--- src/sv/lrm_pkg.sv ---
// Shared constants for the line regular-expression matcher.
package lrm_pkg;

  // Default sizes handed to the top-level parameters.
  localparam int MAX_ELEMENTS_DEF = 16;
  localparam int COUNT_BITS_DEF   = 32;

  // The pattern registers hold at most this many elements.
  localparam int REG_ELEMENTS = 16;

  // Configuration port geometry.
  localparam int CFG_IDX_W  = 3;
  localparam int CFG_DATA_W = 64;

  // Configuration register indexes.
  localparam logic [CFG_IDX_W-1:0] REG_CHARS_LOW    = 3'd0;
  localparam logic [CFG_IDX_W-1:0] REG_CHARS_HIGH   = 3'd1;
  localparam logic [CFG_IDX_W-1:0] REG_WILDCARD     = 3'd2;
  localparam logic [CFG_IDX_W-1:0] REG_REPEAT       = 3'd3;
  localparam logic [CFG_IDX_W-1:0] REG_ELEM_COUNT   = 3'd4;
  localparam logic [CFG_IDX_W-1:0] REG_ANCHOR_START = 3'd5;
  localparam logic [CFG_IDX_W-1:0] REG_ANCHOR_END   = 3'd6;

  // Field widths.
  localparam int BYTE_W      = 8;
  localparam int ECOUNT_W    = 5;
  localparam int OUT_COUNT_W = 32;
  localparam int OUT_TDATA_W = 40;

endpackage

--- src/sv/line_regex_matcher.sv ---
// Top level of the streaming line matcher: registers, handshakes and line counter.
//
// line_regex_matcher takes one text byte per transaction on the in_ stream and, for each
// transaction with in_tlast high (end of line, byte ignored), returns one transaction on the
// out_ stream carrying whether that line matched and the saturating count of matching lines.
// Bytes that do not end a line produce no output. The pattern is a list of up to 16 elements
// written over the cfg_ port: literal bytes, dots (wildcard_mask), stars (repeat_mask), an
// element count (zero matches every line unless both anchors are set) and optional start/end
// anchors; write it only while no line result is pending. Every byte value, zero and newline
// included, is ordinary text. Throughput is one transaction per cycle unless an end of line
// stalls: an accepted item sits in the input register, where the position-set update (closure
// over starred elements plus one advance step) runs, and the state and result registers load
// from it. So the result of an end-of-line transaction passes the input register and then the
// result register before it shows on out_tvalid. The result register lets text bytes keep
// flowing while a result waits; only an end-of-line item stalls behind an untaken result.
module line_regex_matcher #(
  parameter int MAX_ELEMENTS = lrm_pkg::MAX_ELEMENTS_DEF,
  parameter int COUNT_BITS   = lrm_pkg::COUNT_BITS_DEF
) (
  input  logic                              clk,
  input  logic                              rst_n,
  // Input stream. in_tdata: [7:0] text_byte. in_tlast: end_of_line.
  input  logic                              in_tvalid,
  output logic                              in_tready,
  input  logic [lrm_pkg::BYTE_W-1:0]        in_tdata,
  input  logic                              in_tlast,
  // Result stream. out_tdata: [0] line_matched, [32:1] matched_lines, [39:33] zero.
  output logic                              out_tvalid,
  input  logic                              out_tready,
  output logic [lrm_pkg::OUT_TDATA_W-1:0]   out_tdata,
  // Configuration write port.
  input  logic                              cfg_wr_en,
  input  logic [lrm_pkg::CFG_IDX_W-1:0]     cfg_index,
  input  logic [lrm_pkg::CFG_DATA_W-1:0]    cfg_wdata
);

  // Elements actually usable, position-set width and element-count index width.
  localparam int LIM = (MAX_ELEMENTS < lrm_pkg::REG_ELEMENTS) ? MAX_ELEMENTS
                                                               : lrm_pkg::REG_ELEMENTS;
  localparam int NP  = LIM + 1;
  localparam int NW  = $clog2(LIM + 1);

  localparam logic [COUNT_BITS-1:0] COUNT_MAX = {COUNT_BITS{1'b1}};

  // Configuration registers.
  logic [lrm_pkg::CFG_DATA_W-1:0]     chars_low_r;
  logic [lrm_pkg::CFG_DATA_W-1:0]     chars_high_r;
  logic [lrm_pkg::REG_ELEMENTS-1:0]   wild_r;
  logic [lrm_pkg::REG_ELEMENTS-1:0]   rep_r;
  logic [lrm_pkg::ECOUNT_W-1:0]       ecount_r;
  logic                               anchor_start_r;
  logic                               anchor_end_r;

  // Input register.
  logic                               in_valid_r;
  logic [lrm_pkg::BYTE_W-1:0]         in_byte_r;
  logic                               in_eol_r;

  // Search state.
  logic [NP-1:0]                      active_r;
  logic [NP-1:0]                      active_nxt;
  logic                               found_r;
  logic                               found_nxt;
  logic [COUNT_BITS-1:0]              count_r;
  logic [COUNT_BITS-1:0]              count_nxt;

  // Result register.
  logic                               out_valid_r;
  logic                               out_matched_r;
  logic [lrm_pkg::OUT_COUNT_W-1:0]    out_count_r;

  logic                               proc;
  logic                               matched;
  logic [NW-1:0]                      n_used;
  logic [NP-1:0]                      step_next;
  logic                               step_at_last;

  // The item in the input register is processed unless it is an end of line that would
  // overwrite a result nobody has taken yet.
  assign proc      = in_valid_r && (!in_eol_r || !out_valid_r || out_tready);
  assign in_tready = !in_valid_r || proc;

  // Element counts above what the hardware holds are clamped.
  assign n_used = (ecount_r > lrm_pkg::ECOUNT_W'(LIM)) ? NW'(LIM) : ecount_r[NW-1:0];

  lrm_nfa_step #(
    .LIM (LIM),
    .NP  (NP),
    .NW  (NW)
  ) u_step (
    .active       (active_r),
    .chars        ({chars_high_r, chars_low_r}),
    .wild         (wild_r),
    .rep          (rep_r),
    .n_used       (n_used),
    .text_byte    (in_byte_r),
    .anchor_start (anchor_start_r),
    .next_pos     (step_next),
    .at_last      (step_at_last)
  );

  assign matched = found_r || step_at_last;

  // Next state. An end of line reports and restarts the search; a byte advances it. Without
  // an end anchor, reaching the last position at any point latches the found flag.
  always_comb begin
    active_nxt = active_r;
    found_nxt  = found_r;
    count_nxt  = count_r;
    if (proc) begin
      if (in_eol_r) begin
        active_nxt = {{(NP-1){1'b0}}, 1'b1};
        found_nxt  = 1'b0;
        if (matched && (count_r != COUNT_MAX)) begin
          count_nxt = count_r + {{(COUNT_BITS-1){1'b0}}, 1'b1};
        end
      end else begin
        active_nxt = step_next;
        if (!anchor_end_r && step_at_last) begin
          found_nxt = 1'b1;
        end
      end
    end
  end

  // Configuration writes.
  always_ff @(posedge clk) begin
    if (!rst_n) begin
      chars_low_r    <= '0;
      chars_high_r   <= '0;
      wild_r         <= '0;
      rep_r          <= '0;
      ecount_r       <= '0;
      anchor_start_r <= 1'b0;
      anchor_end_r   <= 1'b0;
    end else if (cfg_wr_en) begin
      case (cfg_index)
        lrm_pkg::REG_CHARS_LOW:    chars_low_r    <= cfg_wdata;
        lrm_pkg::REG_CHARS_HIGH:   chars_high_r   <= cfg_wdata;
        lrm_pkg::REG_WILDCARD:     wild_r         <= cfg_wdata[lrm_pkg::REG_ELEMENTS-1:0];
        lrm_pkg::REG_REPEAT:       rep_r          <= cfg_wdata[lrm_pkg::REG_ELEMENTS-1:0];
        lrm_pkg::REG_ELEM_COUNT:   ecount_r       <= cfg_wdata[lrm_pkg::ECOUNT_W-1:0];
        lrm_pkg::REG_ANCHOR_START: anchor_start_r <= cfg_wdata[0];
        lrm_pkg::REG_ANCHOR_END:   anchor_end_r   <= cfg_wdata[0];
        default: begin
        end
      endcase
    end
  end

  // Input register control.
  always_ff @(posedge clk) begin
    if (!rst_n) begin
      in_valid_r <= 1'b0;
    end else if (in_tready) begin
      in_valid_r <= in_tvalid;
    end
  end

  // Input payload needs no reset.
  always_ff @(posedge clk) begin
    if (in_tready && in_tvalid) begin
      in_byte_r <= in_tdata;
      in_eol_r  <= in_tlast;
    end
  end

  // Search state and counter.
  always_ff @(posedge clk) begin
    if (!rst_n) begin
      active_r <= {{(NP-1){1'b0}}, 1'b1};
      found_r  <= 1'b0;
      count_r  <= '0;
    end else begin
      active_r <= active_nxt;
      found_r  <= found_nxt;
      count_r  <= count_nxt;
    end
  end

  // Result register control.
  always_ff @(posedge clk) begin
    if (!rst_n) begin
      out_valid_r <= 1'b0;
    end else if (proc && in_eol_r) begin
      out_valid_r <= 1'b1;
    end else if (out_tready) begin
      out_valid_r <= 1'b0;
    end
  end

  // Result payload; the count is reported in the 32-bit field.
  always_ff @(posedge clk) begin
    if (proc && in_eol_r) begin
      out_matched_r <= matched;
      out_count_r   <= lrm_pkg::OUT_COUNT_W'(count_nxt);
    end
  end

  assign out_tvalid = out_valid_r;
  assign out_tdata  = {{(lrm_pkg::OUT_TDATA_W-lrm_pkg::OUT_COUNT_W-1){1'b0}},
                       out_count_r, out_matched_r};

  // Every processed end of line leaves a pending result and a fresh search.
  a_eol_gives_result: assert property (@(posedge clk) disable iff (!rst_n)
    (proc && in_eol_r) |=> out_valid_r)
    else $error("end of line processed without a result");

  a_eol_restarts: assert property (@(posedge clk) disable iff (!rst_n)
    (proc && in_eol_r) |=> ((active_r == {{(NP-1){1'b0}}, 1'b1}) && !found_r))
    else $error("search state not restarted after end of line");

  // The matching-line count never goes down outside reset.
  a_count_monotonic: assert property (@(posedge clk) disable iff (!rst_n)
    $past(rst_n) |-> (count_r >= $past(count_r)))
    else $error("matching-line count decreased");

  // A pending matched result implies a nonzero internal count.
  a_match_counted: assert property (@(posedge clk) disable iff (!rst_n)
    (out_valid_r && out_matched_r) |-> (count_r != '0))
    else $error("matched line reported with zero count");

endmodule

--- src/sv/lrm_nfa_step.sv ---
// Combinational position-set update: zero-width closure, at-last test and byte advance.
module lrm_nfa_step #(
  parameter int LIM = 16,
  parameter int NP  = LIM + 1,
  parameter int NW  = $clog2(LIM + 1)
) (
  input  logic [NP-1:0]                              active,
  input  logic [lrm_pkg::REG_ELEMENTS*lrm_pkg::BYTE_W-1:0] chars,
  input  logic [lrm_pkg::REG_ELEMENTS-1:0]           wild,
  input  logic [lrm_pkg::REG_ELEMENTS-1:0]           rep,
  input  logic [NW-1:0]                              n_used,
  input  logic [lrm_pkg::BYTE_W-1:0]                 text_byte,
  input  logic                                       anchor_start,
  output logic [NP-1:0]                              next_pos,
  output logic                                       at_last
);

  logic [NP-1:0] rep_u;
  logic [NP-1:0] hit;
  logic [NP-1:0] cur;
  logic [NP-1:0] span;
  logic [NP-1:0] one;
  logic [NP-1:0] adv;

  assign one = {{(NP-1){1'b0}}, 1'b1};

  // Only elements below the element count take part.
  always_comb begin
    rep_u = '0;
    hit   = '0;
    for (int k = 0; k < LIM; k++) begin
      if (k < int'(n_used)) begin
        rep_u[k] = rep[k];
        hit[k]   = wild[k] || (chars[k*lrm_pkg::BYTE_W +: lrm_pkg::BYTE_W] == text_byte);
      end
    end
  end

  // Position k is reached from any active j <= k whose elements j..k-1 are all starred.
  always_comb begin
    cur  = '0;
    span = '0;
    for (int k = 0; k < NP; k++) begin
      for (int j = 0; j <= k; j++) begin
        span = ((one << k) - one) & ~((one << j) - one);
        if (active[j] && (&(rep_u | ~span))) begin
          cur[k] = 1'b1;
        end
      end
    end
  end

  assign at_last = cur[n_used];

  // Starred hits stay, plain hits advance; with no start anchor position 0 stays active.
  always_comb begin
    adv = (cur & hit & rep_u) | ((cur & hit & ~rep_u) << 1);
    if (!anchor_start) begin
      adv[0] = 1'b1;
    end
    next_pos = adv;
  end

endmodule
--- config.mk ---
export PLATFORM = sky130hd
export DESIGN_NAME = line_regex_matcher
export DESIGN_NICKNAME = d
export VERILOG_FILES = /design/src/sv/lrm_pkg.sv /design/src/sv/line_regex_matcher.sv /design/src/sv/lrm_nfa_step.sv
export SDC_FILE = /design/constraint.sdc
export NUM_CORES = 1
export LEC_CHECK = 0
export BUFFER_PORTS_ARGS = -buffer_cell sky130_fd_sc_hd__buf_2
export CAP_MARGIN = 20
export CORE_MARGIN = 2
export CORE_UTILIZATION = 36
export CTS_CLUSTER_DIAMETER = 200
export CTS_CLUSTER_SIZE = 28
export DETAILED_ROUTE_END_ITERATION = 8
export HOLD_SLACK_MARGIN = 0.05
export SLEW_MARGIN = 25
export SYNTH_ARGS = -nofsm -noshare
export SYNTH_HDL_FRONTEND = slang
export SYNTH_SLANG_ARGS = --single-unit
--- constraint.sdc ---
create_clock -name clk -period 7.23 [get_ports clk]
set_clock_uncertainty 0.05 [all_clocks]
set_input_delay 0.723 -clock clk [delete_from_list [all_inputs] [get_ports clk]]
set_output_delay 0.723 -clock clk [all_outputs]
set_load 0.01 [all_outputs]
==> results of run 1 <==
[power by group through the flow]
stage	Sequential [uW]	Combinational [uW]	Clock [uW]
finish	1520	225	835
global placement	1550	224	0
global route	1520	248	912
CTS	1520	226	866
floorplan	1550	150	0
detailed placement	1550	225	0
[through the flow]
stage	power (uW)	worst slack [ns]	area (sq um)	util [%]	instances
after floorplan	1700	3.99	12900	-	1558
after global placement	1780	3.26	13700	38.7	2043
after detailed placement	1780	3.20	13700	38.7	2043
after CTS	2610	3.13	14100	39.8	2063
after global routing	2680	2.88	14100	39.8	2063
final	2580	3.11	14100	39.8	2064
[sequential cells by signal, indices dropped and copies added (netlist names), 5 cells and up]
register / count
chars_high_r: 64
chars_low_r: 64
count_r: 32
out_count_r: 32
active_r: 17
rep_r: 16
wild_r: 16
in_byte_r: 8
ecount_r: 5
[synth_stat cells, drive strengths merged, types with 3 or more instances]
master / n
nand3: 30
nor4: 26
and3: 14
a31oi: 13
clkbuf: 76
inv: 23
dfxtp: 219
a21oi: 205
and2: 9
edfxtp: 42
nor3: 18
or3: 19
nand2b: 23
nor3b: 4
mux2i: 26
nand4: 26
o221ai: 6
xnor2: 51
o211ai: 7
or2: 3
buf: 34
a22oi: 16
a2111oi: 3
o22ai: 8
a31o: 4
nand2: 394
o21ai: 28
a22o: 3
o311ai: 3
nor2b: 10
a211oi: 6
xor2: 95
nor2: 61
a311oi: 3
and4: 5
a211o: 3
[final cells by class]
class / instances / share of cell area [%]
multi-input combinational: 1164 / 47.4
sequential: 261 / 40.1
timing repair buffer: 134 / 5.10
tap: 461 / 4.09
clock buffer: 18 / 2.44
inverter: 23 / 0.648
clock inverter: 2 / 0.204
antenna: 1 / 0.0178
[per-layer routing]
metal,up-vias,part of all wire [%],track usage (%)
li1,5394,-,-
met1,5310,46,27.4
met2,263,47,33.0
met3,43,5.1,2.62
met4,4,1.9,4.34
met5,-,0.062,0
[logic make-up after synthesis]
logic type / after synthesis / share of synthesized area [%]
AOI/OAI and AO/OA: 333 / 15.9
xor gates and xnor gates: 146 / 9.94
adders and majority gates: 1 / 0.0972
buffers and inverters: 133 / 4.61
DFF: 261 / 43.9
muxes: 27 / 2.11
other: 1 / 0.0291
and+or+nand+nor: 650 / 23.4
[placed cells by master, fill, tap and decap left out, types with 9 or more instances in the layout]
master | netlist | routed
nand3_1 | 30 | 30
edfxtp_1 | 42 | 42
xor2_1 | 95 | 95
nor3_1 | 12 | 10
xnor2_1 | 51 | 51
nand4_1 | 26 | 26
o21ai_1 | 9 | 9
nand2b_1 | 23 | 23
clkbuf_16 | 0 | 13
and3_1 | 14 | 14
buf_2 | 11 | 115
nor2_1 | 61 | 61
nor2b_1 | 10 | 9
a31oi_1 | 11 | 11
mux2i_1 | 26 | 26
o21ai_0 | 18 | 18
inv_1 | 22 | 22
nand2_1 | 394 | 393
dfxtp_1 | 219 | 219
a22oi_1 | 15 | 15
a21oi_1 | 204 | 204
buf_4 | 13 | 19
nor4_1 | 22 | 21
or3_1 | 18 | 17
[critical path, stage by stage (launching register included)]
cell and delay (ns):
dfxtp_1 0.89, a2111oi_1 0.23, nand4bb_1 0.37, a22oi_2 0.39
a221oi_2 0.12, a2111oi_2 0.43, nor4_1 0.11, and4_2 0.19
buf_4 0.29, nor3_2 0.40, mux2_1 0.36
[worst min-delay path by stage]
stage                                start  cells past startpoint                endpoint  slack, ns
floorplan           wild_r[0]$_SDFFE_PN0P_                      2  wild_r[0]$_SDFFE_PN0P_       0.39
global placement    wild_r[8]$_SDFFE_PN0P_                      2  wild_r[8]$_SDFFE_PN0P_       0.39
detailed placement  wild_r[6]$_SDFFE_PN0P_                      2  wild_r[6]$_SDFFE_PN0P_       0.40
CTS                            in_tdata[3]                      1  in_byte_r[3]$_DFFE_PP_       0.31
global route                   in_tdata[3]                      1  in_byte_r[3]$_DFFE_PP_       0.31
finish                         in_tdata[3]                      1  in_byte_r[3]$_DFFE_PP_       0.32
==> reports/qor.yml, run 1 <==
layout:
  regArea_sq_um: 5650
  multiInputGateArea_sq_um: 6680
  fillers: 3705
  syn_to_final_growth_pct: 9.45
  drive_above_1_share_pct: 12.4
  num-nets-final: 1679
critical_path:
  r2r_setup_slack_ns: 3.11
  r2r-end: "out_count_r[1]$_DFFE_PP_"
  cp-start-kind: "register"
  crit_fanout: 46
  critPathCaptureType: "register"
  rr_startpoint: "ecount_r[1]$_SDFFE_PN0P_"
  startpoint: "ecount_r[1]$_SDFFE_PN0P_"
  required_ns: 7.43
  rr_worst_depth: 10
  arrival_ns: 4.32
  worstSetupPathType: "reg -> reg"
  crit_end: "out_count_r[1]$_DFFE_PP_"
clock_network:
  cts_buffers: 13
  clockBufferDepth: 3
  cts_root_buf: "clkbuf_16"
  clkSinkCount: 261
  clk_latency_ns: 0.52
  cts_setup_buffers: 0
  hold_buffers: 0
  cts_tree: "yes"
  h-tree-depth: 1
  post_cts_resized: 0
  cts.clk_slew.worst_paths_ns: 0.11
floorplan:
  die-area_sq_um: 37300
  start_util_pct: 36.4
  design.core.area_sq_um: 35400
  ios: 123
  die_h_microns: 193
  die_w_microns: 193
  rows: 69
synthesis:
  syn_area_sq_um: 12900
  synth_top_area_share_pct: 34.1
  netlist_instances: 1552
  yosysSeqAreaShare_pct: 43.9
  ys_ff_latch: 261
  synth_top_cell_by_area: "dfxtp_1"
  yosys-top-cells-area: "dfxtp_1 (34%), nand2_1 (11%), edfxtp_1 (9.8%)"
  synth-async-reset-ratio_pct: 0
  synth-edff-count: 42
  ys.flop_type: "dfxtp_1"
  synth_cell_types: 82
  avgSynthCellArea_sq_um: 8.29
  yosysWarningCount: 0
pwr:
  seqPwrFrac_pct: 58.9
  p_clk_share_pct: 32.4
  p_int_uw: 1920
  ir_drop_mv: 0.196
  p_switching_uw: 659
  p_comb_share_pct: 8.7
  power.density_nw_per_um2: 183
  power.leakage_uw: 0.00520
  switching_share_pct: 25.5
timing:
  hold_viol: 0
  period_needed_ns: 4.12
  period_share_pct: 57.0
  rsz0062_at_grt: "no"
  drv_slew: 0
  whs_ns: 0.324
  worstMarginPinSlew_ns: 1.02
  relSlewSlack_pct: 32.3
  setup-violations-final: 0
  max_freq_ghz: 0.243
  setup_tns_ns: 0
global_routing:
  grt_pass1_wl_microns: 58300
  grt_max_degree: 106
  grt_pass1_vias: 10300
  grt_util_all_layers_pct: 19.8
  antenna_found_initial: 4
  grt-ovfl-total: 0
routing:
  first_pass_iters: 6
  ant_nets: 0
  drt-wirelength-per-cell_microns: 18.0
  dr.first_iter.drc_count: 756
  viasPerCell: 5.34
  vias: 11000
  drt_wl_total_microns: 37100
  route.detailed.drc: 0
run:
  drv_cap: 0
placed_design:
  io_buffers: 115
  gp_congestion: 0.933
  dpl.hpwl_microns: 25400
min_path:
  hold_class: "in -> reg"
run_status:
  outcome: "finished clean"
Note: power is estimated with default switching activity, not from simulation.
==> run 2, diff against run 1 <==
clock period = 3.5 ns   (was 7.23 ns; I/O delays follow)
==> reports/qor.yml, run 2 (same netlist as run 1, synthesis figures left out) <==
run_status:
  outcome: "finished clean"
clock_network:
  cts_tree: "yes"
  clkSinkCount: 261
  h-tree-depth: 1
  cts.clk_slew.worst_paths_ns: 0.12
  clk_latency_ns: 0.51
  cts_buffers: 13
  clockBufferDepth: 3
  cts_root_buf: "clkbuf_16"
routing:
  ant_nets: 0
  drt-met1-wl_microns: 17500
  vias: 11400
  route.detailed.drc: 0
  viasPerCell: 5.23
  first_pass_iters: 5
  wl_met3_microns: 1900
  met2_length_microns: 18300
  dr.first_iter.drc_count: 843
  routed.top_layer: "met5"
  drt-wirelength-per-cell_microns: 17.8
  drt_wl_total_microns: 38800
layout:
  largest_registers: "chars_high_r (64), chars_low_r (64)"
  finalInstanceArea_sq_um: 15200
  drive_above_1_share_pct: 15.7
  diodes: 0
  fillers: 3559
  most-common-layout-cells: "nand2_1 (393), dfxtp_1 (214), a21oi_1 (204)"
  num-nets-final: 1801
  syn_to_final_growth_pct: 18.4
  mostFrequentLayoutCell: "nand2_1"
timing:
  relSlewSlack_pct: 29.7
  period_needed_ns: 3.33
  period_share_pct: 95.3
  setup-violations-final: 0
  drv_slew: 0
  max_freq_ghz: 0.300
  setup_tns_ns: 0
  rsz0062_at_grt: "no"
  worstMarginPinSlew_ns: 1.05
  hold_viol: 0
critical_path:
  cpMaxStageDelayCell: "dfxtp_2"
  critical_path_depth: 11
  cp_slowest_stage_delay_ns: 0.41
  crit_end: "out_count_r[24]$_DFFE_PP_"
  path_buf_inv: 2
  critical-path-top-delay-family: "compound AO/OA/AOI/OAI gates"
  cpMostUsedCell: "buf_4"
  crit_fanout: 11
  arrival_ns: 3.54
  cp-start-kind: "register"
  rr_startpoint: "ecount_r[1]$_SDFFE_PN0P_"
  worstSetupPathType: "reg -> reg"
  rr_worst_depth: 11
  crit_chain: "buf_4 > a211o_1 > a41oi_4 > nor2_2 > o311ai_4 > a31oi_1 > o311ai_2 > and4_4 > buf_4 > nor2_1 > xor2_1"
  critPathCaptureType: "register"
  r2r-end: "out_count_r[24]$_DFFE_PP_"
  required_ns: 3.71
  startpoint: "ecount_r[1]$_SDFFE_PN0P_"
  r2r_setup_slack_ns: 0.17
global_routing:
  grt_pass1_vias: 10900
  grt_util_all_layers_pct: 20.5
  grt_pass1_wl_microns: 60400
  grt-ovfl-total: 0
  grt_max_degree: 72
  antenna_found_initial: 1
pwr:
  p_clk_share_pct: 32.1
  power.density_nw_per_um2: 358
  p_switching_uw: 1410
  switching_share_pct: 25.8
  seqPwrFrac_pct: 57.9
  p_int_uw: 4050
  power.leakage_uw: 0.00579
  ir_drop_mv: 0.393
  p_comb_share_pct: 10.1
placed_design:
  io_buffers: 115
  gp_congestion: 0.881
  dpl.hpwl_microns: 27000
  placed_cell_area_sq_um: 14200
floorplan:
  die-area_sq_um: 37300
  ios: 123
  rows: 69
  die_h_microns: 193
  die_w_microns: 193
  design.core.area_sq_um: 35400
  start_util_pct: 36.4
min_path:
  hold_class: "in -> reg"
run:
  drv_cap: 0
==> run 2: cell type report <==
type	instances	area [sq um]	area share, %
clock buffer	18	344	2.26
clock inverter	2	28.8	0.189
timing repair buffer	255	1820	12.0
multi-input combinational	1165	6730	44.1
inverter	23	91.3	0.599
tap	461	577	3.78
sequential	261	5650	37.1
==> run 2: worst min-delay path, stage by stage <==
cell     delay, ns
buf_2         0.14
nand2_1       0.06
a21oi_1       0.05
==> run 2: how the worst min path moves through the flow <==
stage | cells after the start | start | to | slack (ns)
5_1_grt | 3 | cfg_wdata[9] | wild_r[9]$_SDFFE_PN0P_ | 0.07
3_3_place_gp | 2 | wild_r[9]$_SDFFE_PN0P_ | wild_r[9]$_SDFFE_PN0P_ | 0.39
6_report | 3 | cfg_wdata[9] | wild_r[9]$_SDFFE_PN0P_ | 0.07
3_5_place_dp | 2 | wild_r[9]$_SDFFE_PN0P_ | wild_r[9]$_SDFFE_PN0P_ | 0.40
2_1_floorplan | 2 | wild_r[0]$_SDFFE_PN0P_ | wild_r[0]$_SDFFE_PN0P_ | 0.39
4_1_cts | 3 | cfg_wdata[9] | wild_r[9]$_SDFFE_PN0P_ | 0.06
==> run 2: power groups by stage <==
stage               clock network (uW)  registers [uW]  logic, uW
global route                      1890            3170        597
global placement                     0            3220        484
finish                            1750            3160        548
floorplan                            0            3190        309
detailed placement                   0            3230        489
CTS                               1790            3160        542
==> run 2: layer usage <==
layer,vias to the layer above,GRT usage (%)
met1,5425,28.0
met4,2,6.53
met3,58,2.12
met2,307,34.2
li1,5642,-
met5,-,0
==> run 2: repair_timing <==
item	in CTS	in global routing
buffers inserted	0	2
endpoints found under the setup margin	3	34
pin swaps	0	2
cloned	0	1
endpoints found under the hold margin	101	0
hold buffers	58	0
resized for setup	1	12
==> run 2: through the flow <==
| step | setup slack [ns] | hold WS (ns) | cells | util, % | total power, uW |
|---|---|---|---|---|---|
| 6_report | 0.165 | 0.0742 | 2185 | 43.1 | 5460 |
| 2_1_floorplan | 0.562 | 0.386 | 1558 | - | 3500 |
| 5_1_grt | 0.0331 | 0.0720 | 2185 | 43.1 | 5660 |
| 3_5_place_dp | 0.0199 | 0.396 | 2104 | 40.1 | 3710 |
| 3_3_place_gp | 0.0100 | 0.393 | 2104 | 40.1 | 3710 |
| 4_1_cts | 0.101 | 0.0577 | 2182 | 42.8 | 5490 |
